==> src/hdl/assert_macros.svh <==
// Assertion macros shared by the list block.
// No dependencies; included by the files that carry assertions.
`ifndef ASSERT_MACROS_SVH
`define ASSERT_MACROS_SVH

// Property checked on every rising edge, off while reset is high.
`define ASSERT_CLK(lbl, clk, rst, prop, msg) \
  lbl: assert property (@(posedge clk) disable iff (rst) (prop)) else $error(msg);

// Expression that must never be true outside reset.
`define ASSERT_NEVER(lbl, clk, rst, expr, msg) \
  lbl: assert property (@(posedge clk) disable iff (rst) !(expr)) else $error(msg);

`endif

==> src/hdl/iida_pkg.sv <==
// Package for the indexed insert/delete list: widths, codes, and the
// controller/datapath command and status types. No dependencies.
`default_nettype none

package iida_pkg;

  localparam int DEF_CAPACITY = 64;
  localparam int POS_W        = 7;
  localparam int VAL_W        = 32;
  localparam int COUNT_W      = 7;
  localparam int CMD_W        = 2;
  localparam int STATUS_W     = 2;

  typedef enum logic [CMD_W-1:0] {
    CMD_INSERT = 2'd0,
    CMD_DELETE = 2'd1,
    CMD_READ   = 2'd2
  } cmd_code_t;

  typedef enum logic [STATUS_W-1:0] {
    ST_DONE      = 2'd0,
    ST_FULL      = 2'd1,
    ST_BAD_INDEX = 2'd2
  } status_t;

  // Work the datapath does at an edge.
  typedef enum logic [2:0] {
    OP_IDLE,    // no item this cycle
    OP_NOP,     // item taken, list unchanged, read value zero
    OP_INSERT,
    OP_DELETE,
    OP_READ
  } dp_op_t;

  typedef struct packed {
    dp_op_t op;
  } dp_cmd_t;

  typedef struct packed {
    logic [COUNT_W-1:0] count;
  } dp_stat_t;

endpackage

`default_nettype wire

==> src/hdl/iida_ctrl.sv <==
// Controller: handshake, command decode and range checks, status register.
// Depends on iida_pkg and assert_macros.svh.
`default_nettype none
`include "assert_macros.svh"

module iida_ctrl #(
  parameter int CAPACITY = iida_pkg::DEF_CAPACITY
) (
  input  wire                          clk,
  input  wire                          rst,
  input  wire                          cmd_valid,
  output logic                         cmd_ready,
  input  wire  [iida_pkg::CMD_W-1:0]   command,
  input  wire  [iida_pkg::POS_W-1:0]   position,
  output logic                         res_valid,
  input  wire                          res_ready,
  output logic [iida_pkg::STATUS_W-1:0] status,
  output iida_pkg::dp_cmd_t            dp_cmd,
  input  iida_pkg::dp_stat_t           dp_stat
);
  import iida_pkg::*;

  typedef enum logic {S_IDLE, S_HOLD} state_t;

  localparam logic [COUNT_W-1:0] CAP = COUNT_W'(CAPACITY);

  state_t  state;
  status_t status_reg;
  status_t status_next;
  logic    accept;

  // no item is taken while reset is held
  assign cmd_ready = !rst && ((state == S_IDLE) || res_ready);
  assign accept    = cmd_valid && cmd_ready;
  assign res_valid = (state == S_HOLD);
  assign status    = status_reg;

  always_comb begin
    status_next = ST_DONE;
    dp_cmd.op   = OP_IDLE;
    if (accept) begin
      dp_cmd.op = OP_NOP;
      unique case (cmd_code_t'(command))
        CMD_INSERT: begin
          priority if (dp_stat.count >= CAP) begin
            status_next = ST_FULL;
          end else if (position > dp_stat.count) begin
            status_next = ST_BAD_INDEX;
          end else begin
            dp_cmd.op = OP_INSERT;
          end
        end
        CMD_DELETE: begin
          if (position >= dp_stat.count) begin
            status_next = ST_BAD_INDEX;
          end else begin
            dp_cmd.op = OP_DELETE;
          end
        end
        CMD_READ: begin
          if (position >= dp_stat.count) begin
            status_next = ST_BAD_INDEX;
          end else begin
            dp_cmd.op = OP_READ;
          end
        end
        default: begin
          // unused code: accepted, no effect
        end
      endcase
    end
  end

  always_ff @(posedge clk) begin
    if (rst) begin
      state <= S_IDLE;
    end else begin
      unique case (state)
        S_IDLE: if (accept) state <= S_HOLD;
        S_HOLD: if (!accept && res_ready) state <= S_IDLE;
      endcase
    end
    if (accept) status_reg <= status_next;
  end

  `ASSERT_NEVER(a_count_cap, clk, rst, dp_stat.count > CAP, "count above capacity")
  `ASSERT_CLK(a_ins_count, clk, rst,
    (dp_cmd.op == OP_INSERT) |=> (dp_stat.count == $past(dp_stat.count) + 7'd1),
    "insert did not bump count")
  `ASSERT_CLK(a_del_count, clk, rst,
    (dp_cmd.op == OP_DELETE) |=> (dp_stat.count == $past(dp_stat.count) - 7'd1),
    "delete did not drop count")
  `ASSERT_CLK(a_full_stat, clk, rst,
    (res_valid && status_reg == ST_FULL) |-> (dp_stat.count == CAP),
    "full status with room left")

endmodule

`default_nettype wire

==> config.mk <==
export PLATFORM = sky130hd
export DESIGN_NAME = iida_ctrl
export DESIGN_NICKNAME = d
export VERILOG_FILES = /design/src/hdl/iida_pkg.sv /design/src/hdl/iida_ctrl.sv
export VERILOG_INCLUDE_DIRS = /design/src /design/src/hdl
export SDC_FILE = /design/constraint.sdc
export NUM_CORES = 1
export LEC_CHECK = 0
export BUFFER_PORTS_ARGS = -buffer_cell sky130_fd_sc_hd__buf_2
export CORE_AREA = 2 2 39 41
export DETAILED_ROUTE_END_ITERATION = 6
export DIE_AREA = 0 0 41 43
export GPL_ROUTABILITY_DRIVEN = 0
export PLACE_DENSITY = 0.74
export SYNTH_ARGS = -nofsm -noshare
export SYNTH_HDL_FRONTEND = slang
export SYNTH_SLANG_ARGS = --single-unit
==> constraint.sdc <==
create_clock -name clk -period 3.1 [get_ports clk]
set_clock_uncertainty 0.2 [all_clocks]
set_input_delay 0.62 -clock clk [delete_from_list [all_inputs] [get_ports clk]]
set_output_delay 0.62 -clock clk [all_outputs]
set_load 0.03 [all_outputs]
==> flow_metrics.env, run 1 <==
export IMPL_reg2reg_depth=4
export IMPL_postLayoutCellArea_um2=626
export IMPL_core_area_um2=1380
export IMPL_r2r_setup_slack_ns=1.84
export IMPL_syn_nets=88
export IMPL_outcome="finished clean"
export IMPL_rsz0062_at_grt="false"
export IMPL_ys_seq_area_share_pct=17.8
export IMPL_dpl_cell_count=99
export IMPL_critPathMaxFanout=3
export IMPL_crit_path_cell_trace="buf_2 > inv_1 > ha_1 > nand2b_4 > a211o_1 > a21oi_2 > nand2b_1 > a31oi_1 > buf_2"
export IMPL_cap_violations=0
export IMPL_start_util_pct=32.5
export IMPL_cts_made_buffers=3
export IMPL_yosysUniqueCellTypes=23
export IMPL_ctsHoldBuffers=0
export IMPL_layout_nets=119
export IMPL_io_pins=27
export IMPL_critPathBufInv=3
export IMPL_crit_path_end_kind="output pin"
export IMPL_io_buffers=26
export IMPL_cts_setup_buffers=0
export IMPL_seqPwrFrac_pct=25.1
export IMPL_postRouteAntennaNets=0
export IMPL_stdcell_count=103
export IMPL_final_common_cell="buf_2"
export IMPL_synth_fa_ha_area_share_pct=30.6
export IMPL_setup_tns_ns=0
export IMPL_rr_endpoint="status[1]"
export IMPL_hp_class="primary input to flop"
export IMPL_p_switching_mw=0.0576
export IMPL_r2r_start="res_valid"
export IMPL_internal_power_mw=0.126
export IMPL_swShare_pct=31.3
export IMPL_largest_register_ffs=2
export IMPL_cp_start_kind="primary input"
export IMPL_n_fill_cell=148
export IMPL_slowest_delay_ns=0.30
export IMPL_crit_top_cell="buf_2"
export IMPL_clk_latency_ns=0.23
export IMPL_cts_root_buf="clkbuf_4"
export IMPL_hold_viol_final=0
export IMPL_p_per_area_nw_per_um2=294
export IMPL_die_area_um2=1760
export IMPL_synth_compound_area_share_pct=14.8
export IMPL_finalCritPeriodShare_pct=90.8
export IMPL_fp_row_count=14
export IMPL_p_clk_share_pct=35.4
export IMPL_critPathRequiredTime_ns=2.28
export IMPL_wire_per_inst_um=8.62
export IMPL_syn_to_final_growth_pct=39.3
export IMPL_antennaDiodeCount=0
export IMPL_most_common_layout_cells="26 x buf_2, 11 x ha_1, 10 x inv_1"
export IMPL_viasPerCell=4.71
export IMPL_hold_path_depth=2
export IMPL_hold_start="rst"
export IMPL_num_vias=485
export IMPL_cts_max_level=1
export IMPL_synth_top_family_by_area="adder cells"
export IMPL_grt_pass1_vias=405
export IMPL_cp_top_family="compound AO/OA/AOI/OAI gates"
export IMPL_grtUsageTotal_pct=11.4
export IMPL_clkSlewWorstSetupHoldPaths_ns=0.04
export IMPL_final_core_utilization_pct=45.2
export IMPL_clkSinkCount=3
export IMPL_drt_wl_total_um=888
export IMPL_gr_total_overflow=0
export IMPL_cts_resized=0
export IMPL_grt_max_degree=5
export IMPL_dp_hpwl_um=824
export IMPL_synth_area_mux_share_pct=0
export IMPL_drc=0
export IMPL_synth_simple_gate_area_share_pct=28.4
export IMPL_synth_area_um2=449
export IMPL_cts_tree="yes"
export IMPL_avgSynthCellArea_um2=7.88
export IMPL_placed_cell_area_um2=599
export IMPL_antenna_found_initial=0
export IMPL_synth_xor_area_share_pct=0
export IMPL_power_mw=0.184
export IMPL_min_to="res_valid"
export IMPL_fp_dieW_um=41
export IMPL_power_frac_comb_pct=39.4
export IMPL_grt_pass1_wl_um=1450
export IMPL_finalMaxSlewViolations=0
export IMPL_crit_type="primary input to output pin"
export IMPL_drt_initial_drc_count=2
export IMPL_final_layout_size_suffix_gt1_share_pct=37.9
export IMPL_slowest_stage="ha_1"
export IMPL_cts_buffer_depth=2
export IMPL_max_freq_ghz=0.355
export IMPL_synth_warnings=0
export IMPL_period_minus_slack_ns=2.82
export IMPL_worst_slew_pin_slew_ns=0.224
export IMPL_setup_viol=0
export IMPL_maxSlewHeadroom_pct=84.9
export IMPL_yosys_register_bits=3
export IMPL_drt_first_pass_iters=3
export IMPL_synth_cells=57
export IMPL_peakVddDrop_mv=0.0821
export IMPL_p_leak_nw=0.357
export IMPL_die_h_um=43
export IMPL_crit_arrival_ns=2.00
## per-layer routing
metal	wire (µm)	global-route usage, %	vias to the layer above
li1	-	-	254
met1	356	14.7	217
met2	482	18.4	14
met3	49	1.57	0
met4	0	4.00	0
met5	0	0	-
## power groups by stage
stage | clock network [mW] | logic (mW) | registers (mW)
5_1_grt | 0.0693 | 0.0826 | 0.0467
3_3_place_gp | 0 | 0.0707 | 0.0467
3_5_place_dp | 0 | 0.0731 | 0.0468
2_1_floorplan | 0 | 0.0434 | 0.0516
4_1_cts | 0.0675 | 0.0735 | 0.0462
6_report | 0.0651 | 0.0725 | 0.0462
## worst max-delay path by stage
stage / start / to / slack, ns / depth (start not counted)
after floorplan: res_ready / dp_cmd[1] / 0.30 / 4
after global placement: position[0] / dp_cmd[2] / 0.31 / 8
after detailed placement: position[0] / dp_cmd[0] / 0.27 / 9
after CTS: position[0] / dp_cmd[0] / 0.27 / 9
after global routing: position[0] / dp_cmd[0] / 0.17 / 9
final: position[0] / dp_cmd[0] / 0.28 / 9
## per-stage QoR
stage / setup slack, ns / hold slack, ns
2_1_floorplan: 0.298 / 0.492
3_3_place_gp: 0.309 / 0.376
3_5_place_dp: 0.268 / 0.386
4_1_cts: 0.268 / 0.356
5_1_grt: 0.166 / 0.366
6_report: 0.285 / 0.364
## cell families after synthesis
group | Yosys count
buffers and inverters | 10
adder cells (fa/ha/maj) | 11
AND/OR/NAND/NOR | 22
flip-flops | 3
AO/OA/AOI/OAI | 11
## cell usage after synthesis
master	count	area [µm²]
ha_1	11	138
inv_1	10	37.5
a21oi_1	6	30.0
nor2_1	6	22.5
nand2_1	3	11.3
edfxtp_1	2	60.1
nor2b_1	2	12.5
nor3_1	2	10.0
a211o_1	1	8.76
a21oi_2	1	8.76
a31oi_1	1	6.26
and2_1	1	6.26
and3_2	1	7.51
dfxtp_1	1	20.0
nand2b_1	1	6.26
nand2b_4	1	13.8
nand3_1	1	5.00
nand3b_1	1	7.51
nand4_1	1	6.26
nor4_2	1	12.5
o21a_1	1	7.51
o21ai_1	1	5.00
or2_1	1	6.26
## area by class of cell
type,instances,area [µm²],share of cell area (%)
Inverter,10,37.5,6.00
Sequential cell,3,80.1,12.8
Clock buffer,4,26.3,4.20
Tap cell,16,20.0,3.20
Timing Repair Buffer,26,130,20.8
Multi-Input combinational cell,44,332,53.0
Power figures use the tool's default switching activity.
==> inputs of run 2 (changes only) <==
--- a/config.mk
+++ b/config.mk
@@ -11,6 +11,7 @@
 export DETAILED_ROUTE_END_ITERATION = 6
 export DIE_AREA = 0 0 41 43
 export GPL_ROUTABILITY_DRIVEN = 0
+export HOLD_SLACK_MARGIN = 0.02
 export PLACE_DENSITY = 0.74
 export SYNTH_ARGS = -nofsm -noshare
 export SYNTH_HDL_FRONTEND = slang
==> constraint.sdc (replaced) <==
create_clock -name clk -period 2.75 [get_ports clk]
set_clock_uncertainty 0.2 [all_clocks]
set_input_delay 0.55 -clock clk [delete_from_list [all_inputs] [get_ports clk]]
set_output_delay 0.55 -clock clk [all_outputs]
set_load 0.03 [all_outputs]
==> flow_metrics.env, run 2 (synthesis gave the netlist of run 1 again) <==
export IMPL_cts_buffer_depth=2
export IMPL_swShare_pct=31.4
export IMPL_start_util_pct=32.5
export IMPL_place_ws_ns=0.0580
export IMPL_io_buffers=26
export IMPL_seqPwrFrac_pct=24.5
export IMPL_max_freq_ghz=0.377
export IMPL_cp_start_kind="primary input"
export IMPL_drc=0
export IMPL_reg2reg_depth=4
export IMPL_final_layout_size_suffix_gt1_share_pct=41.4
export IMPL_outcome="finished clean"
export IMPL_rsz0062_at_grt="false"
export IMPL_num_vias=492
export IMPL_min_to="res_valid"
export IMPL_gr_total_overflow=0
export IMPL_slowest_delay_ns=0.29
export IMPL_rr_endpoint="status[1]"
export IMPL_power_frac_comb_pct=40.9
export IMPL_antennaDiodeCount=0
export IMPL_wire_per_inst_um=8.88
export IMPL_layout_nets=119
export IMPL_crit_type="primary input to output pin"
export IMPL_cts_made_buffers=3
export IMPL_n_fill_cell=147
export IMPL_setup_viol=0
export IMPL_r2r_start="res_valid"
export IMPL_postRouteAntennaNets=0
export IMPL_cts_root_buf="clkbuf_4"
export IMPL_multi_input_comb_area_um2=352
export IMPL_p_switching_mw=0.0666
export IMPL_power_mw=0.212
export IMPL_most_common_layout_cells="25 x buf_2, 10 x ha_1, 9 x inv_1"
export IMPL_internal_power_mw=0.146
export IMPL_finalCritPeriodShare_pct=96.5
export IMPL_period_minus_slack_ns=2.65
export IMPL_cts_max_level=1
export IMPL_clkSinkCount=3
export IMPL_ctsHoldBuffers=0
export IMPL_hold_viol_final=0
export IMPL_grtUsageTotal_pct=11.4
export IMPL_hp_class="primary input to flop"
export IMPL_crit_path_end_kind="output pin"
export IMPL_setup_tns_ns=0
export IMPL_final_seq_area_um2=80.1
export IMPL_finalMaxSlewViolations=0
export IMPL_cts_tree="yes"
export IMPL_p_leak_nw=0.362
export IMPL_die_h_um=43
export IMPL_drt_initial_drc_count=4
export IMPL_clk_latency_ns=0.23
export IMPL_hold_path_depth=2
export IMPL_crit_arrival_ns=1.90
export IMPL_core_area_um2=1380
export IMPL_critPathRequiredTime_ns=2.00
export IMPL_hold_start="rst"
export IMPL_r2r_setup_slack_ns=1.48
export IMPL_io_pins=27
export IMPL_worst_slew_pin_slew_ns=0.233
export IMPL_die_area_um2=1760
export IMPL_crit_path_cell_trace="buf_2 > inv_2 > ha_4 > nand2b_4 > a211o_1 > a21oi_2 > nand2b_4 > a31oi_1 > buf_4"
export IMPL_grt_pass1_vias=405
export IMPL_syn_to_final_growth_pct=44.3
export IMPL_viasPerCell=4.78
export IMPL_fp_row_count=14
export IMPL_grt_pass1_wl_um=1450
export IMPL_p_clk_share_pct=34.6
export IMPL_crit_top_cell="nand2b_4"
export IMPL_final_core_utilization_pct=46.8
export IMPL_largest_register_ffs=2
export IMPL_fp_dieW_um=41
export IMPL_peakVddDrop_mv=0.0985
export IMPL_clkSlewWorstSetupHoldPaths_ns=0.04
export IMPL_drt_first_pass_iters=4
export IMPL_dp_hpwl_um=824
export IMPL_slowest_stage="a211o_1"
export IMPL_fin_ws_ns=0.0951
export IMPL_maxSlewHeadroom_pct=84.4
export IMPL_cap_violations=0
export IMPL_final_common_cell="buf_2"
export IMPL_hold_ws_ns=0.294
export IMPL_critPathMaxFanout=3
export IMPL_antenna_found_initial=0
export IMPL_grt_max_degree=5
export IMPL_p_per_area_nw_per_um2=327
export IMPL_drt_wl_total_um=915
[run 2: stage by stage]
stage	area, µm²	std cells
2_1_floorplan	449	57
3_3_place_gp	599	99
3_5_place_dp	599	99
4_1_cts	626	103
5_1_grt	648	103
6_report	648	103
[run 2: worst max-delay path by stage]
stage	start	end	slack, ns	depth (start not counted)
2_1_floorplan	res_ready	dp_cmd[1]	0.09	4
3_3_place_gp	position[0]	dp_cmd[2]	0.1	8
3_5_place_dp	position[0]	dp_cmd[0]	0.06	9
4_1_cts	position[0]	dp_cmd[0]	0.06	9
5_1_grt	dp_stat[6]	dp_cmd[0]	0.01	9
6_report	position[0]	dp_cmd[0]	0.1	9
[run 2: layout make-up]
| cell class | instances | area share (%) |
|---|---|---|
| Inverter | 10 | 5.79 |
| Tap cell | 16 | 3.09 |
| Clock buffer | 4 | 4.05 |
| Timing Repair Buffer | 26 | 20.5 |
| Sequential cell | 3 | 12.4 |
| Multi-Input combinational cell | 44 | 54.2 |
[run 2: routing by layer]
layer,vias up,wire (µm),track usage (%)
li1,254,-,-
met1,222,370,14.7
met2,16,490,18.4
met3,0,54,1.57
met4,0,0,4.00
met5,-,0,0
[run 2: what timing repair did]
| action | CTS | global route |
|---|---|---|
| setup buffers | 0 | 0 |
| setup endpoints to repair | 0 | 2 |
| resized for setup | 0 | 4 |
[run 2: critical path, delay by kind of cell]
kind	cells	cell delay, ns
compound gates	3	0.55
buf+inv	3	0.34
simple gates	2	0.27
fa+ha+maj	1	0.20
[run 2: power by group through the flow]
stage               logic, mW  registers [mW]  clock network [mW]
floorplan              0.0490          0.0581                   0
global placement       0.0797          0.0526                   0
detailed placement     0.0824          0.0527                   0
CTS                    0.0829          0.0521              0.0761
global route           0.0984          0.0526              0.0782
finish                 0.0868          0.0521              0.0734
==> inputs of run 3 (changes only) <==
--- a/config.mk
+++ b/config.mk
@@ -12,7 +12,8 @@
 export DIE_AREA = 0 0 41 43
 export GPL_ROUTABILITY_DRIVEN = 0
 export HOLD_SLACK_MARGIN = 0.02
-export PLACE_DENSITY = 0.74
+export PLACE_DENSITY = 0.76
+export SKIP_CTS_REPAIR_TIMING = 1
 export SYNTH_ARGS = -nofsm -noshare
 export SYNTH_HDL_FRONTEND = slang
 export SYNTH_SLANG_ARGS = --single-unit
==> constraint.sdc (replaced) <==
create_clock -name clk -period 2.2 [get_ports clk]
set_clock_uncertainty 0.2 [all_clocks]
set_input_delay 0.44 -clock clk [delete_from_list [all_inputs] [get_ports clk]]
set_output_delay 0.44 -clock clk [all_outputs]
set_load 0.03 [all_outputs]
==> flow_metrics.env, run 3 (synthesis gave the netlist of run 1 again) <==
export IMPL_crit_path_cell_trace="buf_2 > ha_4 > nand4_1 > or2_1 > buf_4 > a21oi_1 > nor4_4 > buf_6"
export IMPL_grt_pass1_wl_um=1590
export IMPL_dpl_cell_count=103
export IMPL_cp_start_kind="primary input"
export IMPL_drt_initial_drc_count=7
export IMPL_max_freq_ghz=0.412
export IMPL_grtUsageTotal_pct=12.6
export IMPL_syn_to_final_growth_pct=86.9
export IMPL_maxSlewHeadroom_pct=81.3
export IMPL_stdcell_count=109
export IMPL_drc=0
export IMPL_postLayoutCellArea_um2=840
export IMPL_drt_first_pass_iters=6
export IMPL_largest_register_ffs=2
export IMPL_setup_viol=3
export IMPL_hold_viol_final=0
export IMPL_worst_slew_pin_slew_ns=0.280
export IMPL_clkSinkCount=3
export IMPL_drt_wl_total_um=1120
export IMPL_r2r_setup_slack_ns=0.81
export IMPL_cts_root_buf="clkbuf_4"
export IMPL_critPathRequiredTime_ns=1.56
export IMPL_final_core_utilization_pct=60.7
export IMPL_gr_total_overflow=0
export IMPL_period_minus_slack_ns=2.43
export IMPL_p_leak_nw=0.404
export IMPL_cts_buffer_depth=2
export IMPL_power_mw=0.312
export IMPL_fin_ws_ns=-0.229
export IMPL_cts_max_level=1
export IMPL_place_ws_ns=-0.272
export IMPL_startpoint="position[5]"
export IMPL_layout_nets=125
export IMPL_num_vias=521
export IMPL_outcome="finished with violations"
export IMPL_placed_cell_area_um2=663
export IMPL_finalMaxSlewViolations=0
export IMPL_antennaDiodeCount=0
export IMPL_wire_per_inst_um=10.3
export IMPL_io_pins=27
export IMPL_postRouteAntennaNets=0
export IMPL_die_area_um2=1760
export IMPL_failed_checks="setup timing"
export IMPL_crit_path_end_kind="output pin"
export IMPL_fp_row_count=14
export IMPL_finalCritPeriodShare_pct=110
export IMPL_grt_max_degree=5
export IMPL_final_common_cell="buf_2"
export IMPL_die_h_um=43
export IMPL_peakVddDrop_mv=0.115
export IMPL_crit_type="primary input to output pin"
export IMPL_rsz0062_at_grt="true"
export IMPL_hp_class="primary input to flop"
export IMPL_core_area_um2=1380
export IMPL_slowest_stage="ha_4"
export IMPL_dp_hpwl_um=882
export IMPL_antenna_found_initial=0
export IMPL_start_util_pct=32.5
export IMPL_fp_dieW_um=41
export IMPL_clkSlewWorstSetupHoldPaths_ns=0.04
export IMPL_io_buffers=26
export IMPL_viasPerCell=4.78
export IMPL_most_common_layout_cells="17 x buf_2, 8 x buf_6, 6 x inv_1, 6 x ha_1, 6 x buf_4"
export IMPL_cp_top_family="simple AND/OR/NAND/NOR gates"
export IMPL_clk_latency_ns=0.23
export IMPL_p_per_area_nw_per_um2=372
export IMPL_r2r_start="res_valid"
export IMPL_cts_tree="yes"
export IMPL_crit_arrival_ns=1.79
export IMPL_critPathBufInv=3
export IMPL_critPathMaxFanout=3
export IMPL_slowest_delay_ns=0.26
export IMPL_grt_pass1_vias=432
export IMPL_cts_made_buffers=3
export IMPL_final_layout_size_suffix_gt1_share_pct=57.0
export IMPL_cap_violations=0
export IMPL_hold_start="rst"
==> run 3: changes by cell type in the layout (fill, tap and decap cells not counted), sizes merged <==
cell | previous run | this run
buf | 26 | 32
==> run 3: stage by stage <==
stage,hold slack [ns],setup TNS (ns)
floorplan,0.312,-0.0589
global placement,0.389,-0.719
detailed placement,0.417,-0.738
CTS,0.204,-0.759
global route,0.202,-0.729
finish,0.200,-0.477
==> run 3: per-layer routing <==
layer	global-route usage, %	wire length (µm)	vias up
li1	-	-	267
met3	1.57	90	0
met4	4.00	0	0
met5	0	0	-
met1	13.8	430	232
met2	22.8	599	22
==> run 3: where the power goes <==
group	switching, mW	total (mW)	leakage [nW]	internal (mW)
clock	0.0297	0.0978	0.0150	0.0681
sequential	0.00106	0.0653	0.0269	0.0643
combinational	0.0724	0.149	0.362	0.0770
==> run 3: cell type report <==
class / count / area [µm²]
clock buffers: 4 / 26.3
inverters: 10 / 40.0
well taps: 16 / 20.0
fillers: 117 / 544
multi-input cells: 44 / 438
repair buffers: 32 / 235
flip-flops and latches: 3 / 80.1
==> run 3: worst paths after layout <==
path              depth (start not counted)         to
hold reg to reg                           3  res_valid
setup / recovery                          8  dp_cmd[1]
setup reg to reg                          4  status[1]
hold / removal                            2  res_valid
